--- config.mk ---
export PLATFORM = sky130hd
export DESIGN_NAME = button_gesture_classifier_top
export DESIGN_NICKNAME = d
export VERILOG_FILES = /design/src/rtl/bgc_pkg.sv /design/src/rtl/bgc_cfg.sv /design/src/rtl/bgc_engine.sv /design/src/rtl/button_gesture_classifier_top.sv
export VERILOG_INCLUDE_DIRS = /design/src /design/src/rtl
export SDC_FILE = /design/constraint.sdc
export NUM_CORES = 1
export LEC_CHECK = 0
export BUFFER_PORTS_ARGS = -buffer_cell sky130_fd_sc_hd__buf_2
export CAP_MARGIN = 0
export CORE_MARGIN = 3
export CORE_UTILIZATION = 49
export CTS_BUF_LIST = sky130_fd_sc_hd__clkbuf_16
export CTS_CLUSTER_SIZE = 8
export DETAILED_ROUTE_END_ITERATION = 10
export PLACE_DENSITY_LB_ADDON = 0.25
export SYNTH_ARGS = -nofsm -noshare
export SYNTH_HDL_FRONTEND = slang
export SYNTH_SLANG_ARGS = --single-unit
--- constraint.sdc ---
create_clock -name i_clk -period 11.31 [get_ports i_clk]
set_clock_uncertainty 0.15 [all_clocks]
set_input_delay 2.262 -clock i_clk [delete_from_list [all_inputs] [get_ports i_clk]]
set_output_delay 2.262 -clock i_clk [all_outputs]
set_load 0.02 [all_outputs]
--- src/rtl/button_gesture_classifier_top_assert.svh ---
// ----------------------------------------------------------------------------
// Button gesture classifier assertion macros
// Shared concurrent assertion forms used by the classifier RTL.
// ----------------------------------------------------------------------------
`ifndef BUTTON_GESTURE_CLASSIFIER_TOP_ASSERT_SVH
`define BUTTON_GESTURE_CLASSIFIER_TOP_ASSERT_SVH

// Same-cycle implication, checked outside reset.
`define BGC_ASSERT_NOW(lbl, clk, rst_n, ante, cons) \
    lbl: assert property (@(posedge clk) disable iff (!(rst_n)) (ante) |-> (cons)) \
        else $error("bgc check failed");

// Next-cycle implication, checked outside reset.
`define BGC_ASSERT_NEXT(lbl, clk, rst_n, ante, cons) \
    lbl: assert property (@(posedge clk) disable iff (!(rst_n)) (ante) |=> (cons)) \
        else $error("bgc check failed");

`endif

--- src/rtl/bgc_pkg.sv ---
// ----------------------------------------------------------------------------
// Button gesture classifier package
// Shared types and constants for the classifier datapath.
// ----------------------------------------------------------------------------
package bgc_pkg;

    localparam int TIME_W   = 32;
    localparam int CNT_W    = 32;
    localparam int CFG_W    = 16;
    localparam int CFG_ADDR_W = 2;
    localparam int PEND_W   = 2;

    localparam logic [PEND_W-1:0] TRIPLE_COUNT = 2'd3;
    localparam logic [PEND_W-1:0] DOUBLE_COUNT = 2'd2;
    localparam logic [PEND_W-1:0] SINGLE_COUNT = 2'd1;

    localparam logic [CFG_W-1:0] DEBOUNCE_RST = 16'd30;
    localparam logic [CFG_W-1:0] LONG_RST     = 16'd1000;
    localparam logic [CFG_W-1:0] GAP_RST      = 16'd400;

    localparam logic LEVEL_PRESSED  = 1'b0;
    localparam logic LEVEL_RELEASED = 1'b1;

    typedef enum logic [CFG_ADDR_W-1:0] {
        CFG_DEBOUNCE = 2'd0,
        CFG_LONG     = 2'd1,
        CFG_GAP      = 2'd2
    } t_cfg_idx;

    typedef struct packed {
        logic [CFG_W-1:0] debounce_ms;
        logic [CFG_W-1:0] long_press_ms;
        logic [CFG_W-1:0] multi_gap_ms;
    } t_cfg;

    typedef struct packed {
        logic              raw_level;
        logic [TIME_W-1:0] now_ms;
        logic              clear_counts;
        logic              take_triple;
    } t_item;

    typedef struct packed {
        logic              debounced_level;
        logic              press_event;
        logic              long_press_event;
        logic              single_event;
        logic              double_event;
        logic              triple_event;
        logic [PEND_W-1:0] pending_presses;
        logic [CNT_W-1:0]  press_total;
        logic [CNT_W-1:0]  long_press_total;
        logic [CNT_W-1:0]  double_press_total;
        logic [CNT_W-1:0]  triple_press_total;
        logic              triple_taken;
    } t_result;

endpackage

--- src/rtl/bgc_cfg.sv ---
// ----------------------------------------------------------------------------
// Button gesture classifier configuration registers
// Holds the debounce, long-press and sequence-gap times.
// ----------------------------------------------------------------------------
module bgc_cfg (
    input  logic                             i_clk,
    input  logic                             i_rst_n,
    input  logic                             i_cfg_wr_en,
    input  logic [bgc_pkg::CFG_ADDR_W-1:0]   i_cfg_addr,
    input  logic [bgc_pkg::CFG_W-1:0]        i_cfg_wdata,
    output bgc_pkg::t_cfg                    o_cfg
);

    bgc_pkg::t_cfg r_cfg;
    bgc_pkg::t_cfg n_cfg;

    always_comb begin
        n_cfg = r_cfg;
        if (i_cfg_wr_en) begin
            case (bgc_pkg::t_cfg_idx'(i_cfg_addr))
                bgc_pkg::CFG_DEBOUNCE: n_cfg.debounce_ms   = i_cfg_wdata;
                bgc_pkg::CFG_LONG:     n_cfg.long_press_ms = i_cfg_wdata;
                bgc_pkg::CFG_GAP:      n_cfg.multi_gap_ms  = i_cfg_wdata;
                default:               n_cfg = r_cfg;
            endcase
        end
    end

    always_ff @(posedge i_clk) begin
        if (!i_rst_n) begin
            r_cfg.debounce_ms   <= bgc_pkg::DEBOUNCE_RST;
            r_cfg.long_press_ms <= bgc_pkg::LONG_RST;
            r_cfg.multi_gap_ms  <= bgc_pkg::GAP_RST;
        end else begin
            r_cfg <= n_cfg;
        end
    end

    assign o_cfg = r_cfg;

endmodule

--- src/rtl/bgc_engine.sv ---
// ----------------------------------------------------------------------------
// Button gesture classifier engine
// Gesture state and the single-pass step logic for one sample word.
// ----------------------------------------------------------------------------
module bgc_engine (
    input  logic              i_clk,
    input  logic              i_rst_n,
    input  bgc_pkg::t_cfg     i_cfg,
    input  bgc_pkg::t_item    i_item,
    input  logic              i_commit,
    output bgc_pkg::t_result  o_result
);

    logic                               r_last_raw, n_last_raw;
    logic                               r_stable, n_stable;
    logic [bgc_pkg::TIME_W-1:0]         r_raw_chg_time, n_raw_chg_time;
    logic [bgc_pkg::TIME_W-1:0]         r_pressed_time, n_pressed_time;
    logic                               r_long_seen, n_long_seen;
    logic [bgc_pkg::PEND_W-1:0]         r_pending, n_pending;
    logic [bgc_pkg::TIME_W-1:0]         r_rel_time, n_rel_time;
    logic [bgc_pkg::CNT_W-1:0]          r_press_cnt, n_press_cnt;
    logic [bgc_pkg::CNT_W-1:0]          r_long_cnt, n_long_cnt;
    logic [bgc_pkg::CNT_W-1:0]          r_double_cnt, n_double_cnt;
    logic [bgc_pkg::CNT_W-1:0]          r_triple_cnt, n_triple_cnt;
    logic                               r_sticky, n_sticky;

    logic [bgc_pkg::TIME_W-1:0] deb_diff;
    logic [bgc_pkg::TIME_W-1:0] hold_diff;
    logic [bgc_pkg::TIME_W-1:0] gap_diff;
    logic [bgc_pkg::TIME_W-1:0] deb_lim;
    logic [bgc_pkg::TIME_W-1:0] long_lim;
    logic [bgc_pkg::TIME_W-1:0] gap_lim;
    logic                       raw_chg;
    logic                       deb_ok;
    logic                       deb_fire;
    logic                       rel_now;
    logic                       hold_ok;
    logic                       gap_ok;
    bgc_pkg::t_result           res;

    // The three time differences run in parallel against the old state;
    // a timestamp that is set in this step gives a difference of zero.
    assign deb_diff  = i_item.now_ms - r_raw_chg_time;
    assign hold_diff = i_item.now_ms - r_pressed_time;
    assign gap_diff  = i_item.now_ms - r_rel_time;
    assign deb_lim   = {{(bgc_pkg::TIME_W-bgc_pkg::CFG_W){1'b0}}, i_cfg.debounce_ms};
    assign long_lim  = {{(bgc_pkg::TIME_W-bgc_pkg::CFG_W){1'b0}}, i_cfg.long_press_ms};
    assign gap_lim   = {{(bgc_pkg::TIME_W-bgc_pkg::CFG_W){1'b0}}, i_cfg.multi_gap_ms};

    assign raw_chg  = i_item.raw_level != r_last_raw;
    assign deb_ok   = raw_chg ? (i_cfg.debounce_ms == '0) : (deb_diff >= deb_lim);
    assign deb_fire = deb_ok && (i_item.raw_level != r_stable);

    always_comb begin
        n_last_raw     = i_item.raw_level;
        n_raw_chg_time = raw_chg ? i_item.now_ms : r_raw_chg_time;
        n_stable       = r_stable;
        n_pressed_time = r_pressed_time;
        n_long_seen    = r_long_seen;
        n_pending      = r_pending;
        n_rel_time     = r_rel_time;
        n_press_cnt    = r_press_cnt;
        n_long_cnt     = r_long_cnt;
        n_double_cnt   = r_double_cnt;
        n_triple_cnt   = r_triple_cnt;
        n_sticky       = r_sticky;
        rel_now        = 1'b0;
        hold_ok        = 1'b0;
        gap_ok         = 1'b0;
        res            = '0;

        // Clear diagnostics ahead of the step.
        if (i_item.clear_counts) begin
            n_press_cnt  = '0;
            n_long_cnt   = '0;
            n_double_cnt = '0;
            n_triple_cnt = '0;
            n_sticky     = 1'b0;
            n_pending    = '0;
            n_rel_time   = '0;
            n_long_seen  = 1'b0;
        end

        if (deb_fire) begin
            n_stable = i_item.raw_level;
            if (i_item.raw_level == bgc_pkg::LEVEL_PRESSED) begin
                n_press_cnt     = n_press_cnt + bgc_pkg::CNT_W'(1);
                n_pressed_time  = i_item.now_ms;
                n_long_seen     = 1'b0;
                res.press_event = 1'b1;
            end else if (!n_long_seen) begin
                n_pending  = n_pending + bgc_pkg::PEND_W'(1);
                n_rel_time = i_item.now_ms;
                rel_now    = 1'b1;
                if (n_pending >= bgc_pkg::TRIPLE_COUNT) begin
                    n_triple_cnt     = n_triple_cnt + bgc_pkg::CNT_W'(1);
                    n_sticky         = 1'b1;
                    res.triple_event = 1'b1;
                    n_pending        = '0;
                end
            end else begin
                n_pending = '0;
            end
        end

        hold_ok = res.press_event ? (i_cfg.long_press_ms == '0) : (hold_diff >= long_lim);
        if (n_stable == bgc_pkg::LEVEL_PRESSED && !n_long_seen && hold_ok) begin
            n_long_seen          = 1'b1;
            n_long_cnt           = n_long_cnt + bgc_pkg::CNT_W'(1);
            n_pending            = '0;
            res.long_press_event = 1'b1;
        end

        // Release time is now, zero after a clear, or the stored mark.
        if (rel_now) begin
            gap_ok = i_cfg.multi_gap_ms == '0;
        end else if (i_item.clear_counts) begin
            gap_ok = i_item.now_ms >= gap_lim;
        end else begin
            gap_ok = gap_diff >= gap_lim;
        end
        if (n_stable == bgc_pkg::LEVEL_RELEASED && n_pending != '0 && gap_ok) begin
            if (n_pending == bgc_pkg::DOUBLE_COUNT) begin
                n_double_cnt     = n_double_cnt + bgc_pkg::CNT_W'(1);
                res.double_event = 1'b1;
            end else if (n_pending == bgc_pkg::SINGLE_COUNT) begin
                res.single_event = 1'b1;
            end
            n_pending = '0;
        end

        if (i_item.take_triple) begin
            res.triple_taken = n_sticky;
            n_sticky         = 1'b0;
        end

        res.debounced_level    = n_stable;
        res.pending_presses    = n_pending;
        res.press_total        = n_press_cnt;
        res.long_press_total   = n_long_cnt;
        res.double_press_total = n_double_cnt;
        res.triple_press_total = n_triple_cnt;
    end

    always_ff @(posedge i_clk) begin
        if (!i_rst_n) begin
            r_last_raw     <= bgc_pkg::LEVEL_RELEASED;
            r_stable       <= bgc_pkg::LEVEL_RELEASED;
            r_raw_chg_time <= '0;
            r_pressed_time <= '0;
            r_long_seen    <= 1'b0;
            r_pending      <= '0;
            r_rel_time     <= '0;
            r_press_cnt    <= '0;
            r_long_cnt     <= '0;
            r_double_cnt   <= '0;
            r_triple_cnt   <= '0;
            r_sticky       <= 1'b0;
        end else if (i_commit) begin
            r_last_raw     <= n_last_raw;
            r_stable       <= n_stable;
            r_raw_chg_time <= n_raw_chg_time;
            r_pressed_time <= n_pressed_time;
            r_long_seen    <= n_long_seen;
            r_pending      <= n_pending;
            r_rel_time     <= n_rel_time;
            r_press_cnt    <= n_press_cnt;
            r_long_cnt     <= n_long_cnt;
            r_double_cnt   <= n_double_cnt;
            r_triple_cnt   <= n_triple_cnt;
            r_sticky       <= n_sticky;
        end
    end

    assign o_result = res;

endmodule

--- src/rtl/button_gesture_classifier_top.sv ---
// ----------------------------------------------------------------------------
// Button gesture classifier top level
// Debounce, press, long-press and multi-press detection for one button.
// ----------------------------------------------------------------------------
// Usage:
//   Input channel (i_in_valid / o_in_ready) carries one pin sample word:
//   raw level, millisecond timestamp, clear and take-triple requests.
//   Output channel (o_out_valid / i_out_ready) returns one result word per
//   sample: debounced level, event flags, pending count, totals, taken flag.
//   Configuration is a plain write port (i_cfg_wr_en, i_cfg_addr,
//   i_cfg_wdata); write it only while no sample is in flight.
//   Path: an accepted sample waits in the input register, then passes
//   through one step of logic into the result register.
//   Throughput: one sample per cycle unless stalled; the step logic holds
//   three 32-bit subtract/compare paths and four counter increments.
//   Reset: times return to 30/1000/400 ms, the button reads released, all
//   counters and pending state clear, both registers empty.
//   Stall: with i_out_ready low the result word holds, the input register
//   keeps one more sample, and o_in_ready falls until the output drains.
// ----------------------------------------------------------------------------
`include "button_gesture_classifier_top_assert.svh"

module button_gesture_classifier_top (
    input  logic                            i_clk,
    input  logic                            i_rst_n,
    input  logic                            i_cfg_wr_en,
    input  logic [bgc_pkg::CFG_ADDR_W-1:0]  i_cfg_addr,
    input  logic [bgc_pkg::CFG_W-1:0]       i_cfg_wdata,
    input  logic                            i_in_valid,
    output logic                            o_in_ready,
    input  logic                            i_raw_level,
    input  logic [bgc_pkg::TIME_W-1:0]      i_now_ms,
    input  logic                            i_clear_counts,
    input  logic                            i_take_triple,
    output logic                            o_out_valid,
    input  logic                            i_out_ready,
    output logic                            o_debounced_level,
    output logic                            o_press_event,
    output logic                            o_long_press_event,
    output logic                            o_single_event,
    output logic                            o_double_event,
    output logic                            o_triple_event,
    output logic [bgc_pkg::PEND_W-1:0]      o_pending_presses,
    output logic [bgc_pkg::CNT_W-1:0]       o_press_total,
    output logic [bgc_pkg::CNT_W-1:0]       o_long_press_total,
    output logic [bgc_pkg::CNT_W-1:0]       o_double_press_total,
    output logic [bgc_pkg::CNT_W-1:0]       o_triple_press_total,
    output logic                            o_triple_taken
);

    bgc_pkg::t_cfg    cfg;
    bgc_pkg::t_result step_res;

    logic             r_in_valid;
    bgc_pkg::t_item   r_in;
    logic             r_out_valid;
    bgc_pkg::t_result r_out;
    logic             stage_move;
    logic             in_fire;

    bgc_cfg u_cfg (
        .i_clk       (i_clk),
        .i_rst_n     (i_rst_n),
        .i_cfg_wr_en (i_cfg_wr_en),
        .i_cfg_addr  (i_cfg_addr),
        .i_cfg_wdata (i_cfg_wdata),
        .o_cfg       (cfg)
    );

    bgc_engine u_engine (
        .i_clk    (i_clk),
        .i_rst_n  (i_rst_n),
        .i_cfg    (cfg),
        .i_item   (r_in),
        .i_commit (stage_move),
        .o_result (step_res)
    );

    // Advance the held sample whenever the result register is free or drains.
    assign stage_move = r_in_valid && (!r_out_valid || i_out_ready);
    assign o_in_ready = !r_in_valid || stage_move;
    assign in_fire    = i_in_valid && o_in_ready;

    always_ff @(posedge i_clk) begin
        if (!i_rst_n) begin
            r_in_valid <= 1'b0;
        end else if (o_in_ready) begin
            r_in_valid <= i_in_valid;
        end
    end

    always_ff @(posedge i_clk) begin
        if (in_fire) begin
            r_in.raw_level    <= i_raw_level;
            r_in.now_ms       <= i_now_ms;
            r_in.clear_counts <= i_clear_counts;
            r_in.take_triple  <= i_take_triple;
        end
    end

    always_ff @(posedge i_clk) begin
        if (!i_rst_n) begin
            r_out_valid <= 1'b0;
        end else if (stage_move) begin
            r_out_valid <= 1'b1;
        end else if (i_out_ready) begin
            r_out_valid <= 1'b0;
        end
    end

    always_ff @(posedge i_clk) begin
        if (stage_move) begin
            r_out <= step_res;
        end
    end

    assign o_out_valid          = r_out_valid;
    assign o_debounced_level    = r_out.debounced_level;
    assign o_press_event        = r_out.press_event;
    assign o_long_press_event   = r_out.long_press_event;
    assign o_single_event       = r_out.single_event;
    assign o_double_event       = r_out.double_event;
    assign o_triple_event       = r_out.triple_event;
    assign o_pending_presses    = r_out.pending_presses;
    assign o_press_total        = r_out.press_total;
    assign o_long_press_total   = r_out.long_press_total;
    assign o_double_press_total = r_out.double_press_total;
    assign o_triple_press_total = r_out.triple_press_total;
    assign o_triple_taken       = r_out.triple_taken;

    `BGC_ASSERT_NEXT(a_move_fills_out, i_clk, i_rst_n, stage_move, r_out_valid)
    `BGC_ASSERT_NOW(a_press_is_low, i_clk, i_rst_n,
        r_out_valid && r_out.press_event,
        r_out.debounced_level == bgc_pkg::LEVEL_PRESSED)
    `BGC_ASSERT_NOW(a_close_one_kind, i_clk, i_rst_n, r_out_valid,
        !(r_out.single_event && r_out.double_event) &&
        r_out.pending_presses != bgc_pkg::TRIPLE_COUNT)
    `BGC_ASSERT_NOW(a_event_clears_pend, i_clk, i_rst_n,
        stage_move && (step_res.long_press_event || step_res.triple_event),
        step_res.pending_presses == '0)

endmodule
==> flow_metrics.env <==
export IMPL_power_leakage_nw=11.2
export IMPL_drcViolationCount=0
export IMPL_grt_overflow_total=0
export IMPL_syn_area_per_cell_sq_um=8.54
export IMPL_clkSinkCount=452
export IMPL_rr_startpoint="r_in[3]"
export IMPL_path_cells="ha_1 -> nor2b_1 -> o31ai_2 -> a2111oi_1 -> or2_1 -> inv_1 -> o21ai_0 -> xor2_1 -> ha_1 -> nand4_1 -> nor4_1 -> a2111oi_0 -> o221ai_1 -> a2111oi_0 -> nand4_1 -> nor4_2 -> nand4_2 -> nand3_1 -> o21ai_2 -> nand2_1 -> inv_2 -> and3_1 -> mux2_1"
export IMPL_total_power_mw=4.20
export IMPL_synthSimpleGateAreaFrac_pct=20.9
export IMPL_cts_tree="yes"
export IMPL_synthesis_area_sq_um=27100
export IMPL_viasPerCell=6.00
export IMPL_die_w_um=241
export IMPL_grt_setup_unrepaired="no"
export IMPL_dp_cells=3967
export IMPL_ant_nets=0
export IMPL_ios=197
export IMPL_num_vias=24503
export IMPL_slowest_stage="a2111oi_1"
export IMPL_min_period_ns=7.76
export IMPL_synth_compound_area_share_pct=19.7
export IMPL_synth_warnings=0
export IMPL_synth_top_area_cell="dfxtp_1"
export IMPL_synth_adder_area_share_pct=7.65
export IMPL_relSlewSlack_pct=8.80
export IMPL_endpoint_kind="flop"
export IMPL_synth_seq_area_share_pct=39.7
export IMPL_muxShareOfSynthArea_pct=1.84
export IMPL_largest_reg_flops=48
export IMPL_numCtsBuffers=66
export IMPL_worstSetupPathType="flop to flop"
export IMPL_setup_viol=0
export IMPL_yosys_most_used_dff="dfxtp_1"
export IMPL_area_delta_synth_final_pct=12.7
export IMPL_synth_fp_nets=3399
export IMPL_ys_ff_latch=452
export IMPL_min_path_type="flop to flop"
export IMPL_core_area_sq_um=54300
export IMPL_r2r_end="o_long_press_total[6]"
export IMPL_syn_instance_count=3177
export IMPL_grt_use_total_pct=26.8
export IMPL_drt_pre_antenna_iters=6
export IMPL_final_setup_tns_ns=0
export IMPL_peakVddDrop_v=0.0000984
export IMPL_hold_viol_final=0
export IMPL_grt_max_degree=80
export IMPL_cp_arrival_ns=7.97
export IMPL_dieArea_sq_um=58200
export IMPL_final_cell_count_no_fill=4084
export IMPL_num_antenna_cells=0
export IMPL_hold_depth=2
export IMPL_grt_pass1_wl_mm=125
export IMPL_antenna_found_initial=0
export IMPL_hold_path_end="u_engine.r_raw_chg_time[14]"
export IMPL_finish_utilization_pct=56.3
export IMPL_power_density_nw_per_um2=137
export IMPL_clk_latency_ns=0.62
export IMPL_max_stage_delay_ns=1.00
export IMPL_start_util_pct=49.9
export IMPL_cts_root_buf="clkbuf_16"
export IMPL_finalNetCount=3518
export IMPL_cts_hold_buf=0
export IMPL_regToRegSetupSlack_ns=3.55
export IMPL_grt_pass1_vias=23339
export IMPL_status="completed"
export IMPL_synth_edf_count=172
export IMPL_drt_iter0_drc=1848
export IMPL_ctsHtreeMaxLevel=3
export IMPL_required_ns=11.52
export IMPL_synth_xor_area_share_pct=5.26
export IMPL_synth_top_family_by_area="simple AND/OR/NAND/NOR gates"
export IMPL_gp_congestion=0.930
export IMPL_postCtsSetupRepairBufs=0
export IMPL_fmax_ghz=0.129
export IMPL_drive_gt1_share_pct=10.7
export IMPL_die_height_um=241
export IMPL_cts_buffer_depth=3
export IMPL_tightest_slew_ns=1.36
export IMPL_final_max_slew_viol_count=0
export IMPL_ys_top_cells_by_area="dfxtp_1 (21%), edfxtp_1 (19%), ha_1 (7.4%), nand2_1 (5.5%), a21oi_1 (4.3%)"
export IMPL_synth_distinct_cells=95
export IMPL_cts_resized=0
export IMPL_drt_wl_total_mm=79.9
export IMPL_port_buffers=196
export IMPL_row_count=85
export IMPL_finalCritPeriodShare_pct=68.6
export IMPL_start_kind="flop"
export IMPL_synth_async_reset_ratio_pct=0
export IMPL_synth_top_area_share_pct=20.7
export IMPL_reg2regPathDepth=23
export IMPL_place_area_sq_um=28600
export IMPL_wl_per_cell_um=19.6
export IMPL_hp_start="u_engine.r_raw_chg_time[14]"
export IMPL_clk_pin_slew_ns=0.05
export IMPL_fin_area_sq_um=30600
export IMPL_hpwl_mm=56.5
export IMPL_maxCapViolations=0
export IMPL_crit_fanout=25
[how the worst max path moves through the flow]
stage	from	end	slack, ns
6_report	r_in[3]	o_long_press_total[6]	3.55
5_1_grt	r_in[3]	o_long_press_total[6]	2.92
4_1_cts	r_in[3]	o_long_press_total[6]	3.72
3_5_place_dp	r_in[3]	o_long_press_total[6]	3.77
3_3_place_gp	r_in[3]	o_long_press_total[6]	4.06
2_1_floorplan	i_out_ready	u_engine.r_pending[0]	3.69
[metrics by stage]
step,worst slack (ns),hold WS (ns)
CTS,3.72,0.304
floorplan,3.69,0.286
detailed placement,3.77,0.297
finish,3.55,0.303
global route,2.92,0.328
global placement,4.06,0.291
[routing by layer]
layer	up-vias	routed length, um	part of all wire [%]	track usage [%]
li1	11729	-	-	-
met1	11701	33300	42	34.0
met3	175	5010	6.3	3.81
met4	0	2900	3.6	10.5
met5	-	0	0	0
met2	898	38700	48	46.4
[power breakdown]
part | switching [mW] | internal [mW] | leakage [nW]
registers | 0.0387 | 1.74 | 3.86
clock network | 0.787 | 1.07 | 1.11
logic | 0.374 | 0.196 | 6.21
total | 1.20 | 3.00 | 11.2
[synth_stat cells (all sizes together) (17+ instances only)]
cell,number
nand2,402
or2,17
nand4,62
inv,175
o21ai,177
o21a,34
a21oi,236
clkbuf,138
a22oi,42
o31ai,50
nor2,263
dfxtp,280
or3,43
nor2b,62
o211ai,37
or4,25
and3,46
nor4,35
nand3,104
nor3,38
xor2,71
and2,29
buf,29
edfxtp,172
mux2i,43
xnor2,92
a21o,43
a31oi,70
ha,161
[area by class of cell]
| cell class | count | area, sq um |
|---|---|---|
| sequential | 452 | 10800 |
| fill | 4986 | 23800 |
| clock buffer | 66 | 1650 |
| tap | 739 | 925 |
| timing repair buffer | 218 | 1150 |
| inverter | 176 | 671 |
| clock inverter | 51 | 330 |
| multi-input combinational | 2382 | 15100 |
[kinds of logic after synthesis]
kind of cell / Yosys count
AO/OA/AOI/OAI: 829
XOR/XNOR: 163
adder cells (fa/ha/maj): 164
buffers and inverters: 343
flip-flops: 452
multiplexers: 49
AND/OR/NAND/NOR: 1177
[cells in the final DEF (no fill, tap or decap), types with 32 or more instances in the layout]
cell and instances:
a21oi_1 233, nand3_1 102, a21o_1 43, buf_2 196, inv_1 215, dfxtp_1 280
o21ai_0 169, o31ai_1 49, nand4_1 60, ha_1 161, nor2_1 260, and3_1 46
or3_1 43, mux2i_1 43, clkbuf_16 66, nor4_1 32, a22oi_1 42, a31oi_1 70
edfxtp_1 172, xor2_1 71, nand2_1 400, o211ai_1 37, xnor2_1 92, nor3_1 36
o21a_1 34, nor2b_1 62
[critical path, delay by kind of cell, from the launching register on]
kind,cells,cell delay [ns]
AOI/OAI and AO/OA,7,2.73
muxes,1,0.32
and+or+nand+nor,10,2.62
adders and majority gates,2,0.63
xor gates and xnor gates,1,0.17
DFF,1,0.58
buffers and inverters,2,0.30
Power figures use the tool's default switching activity.
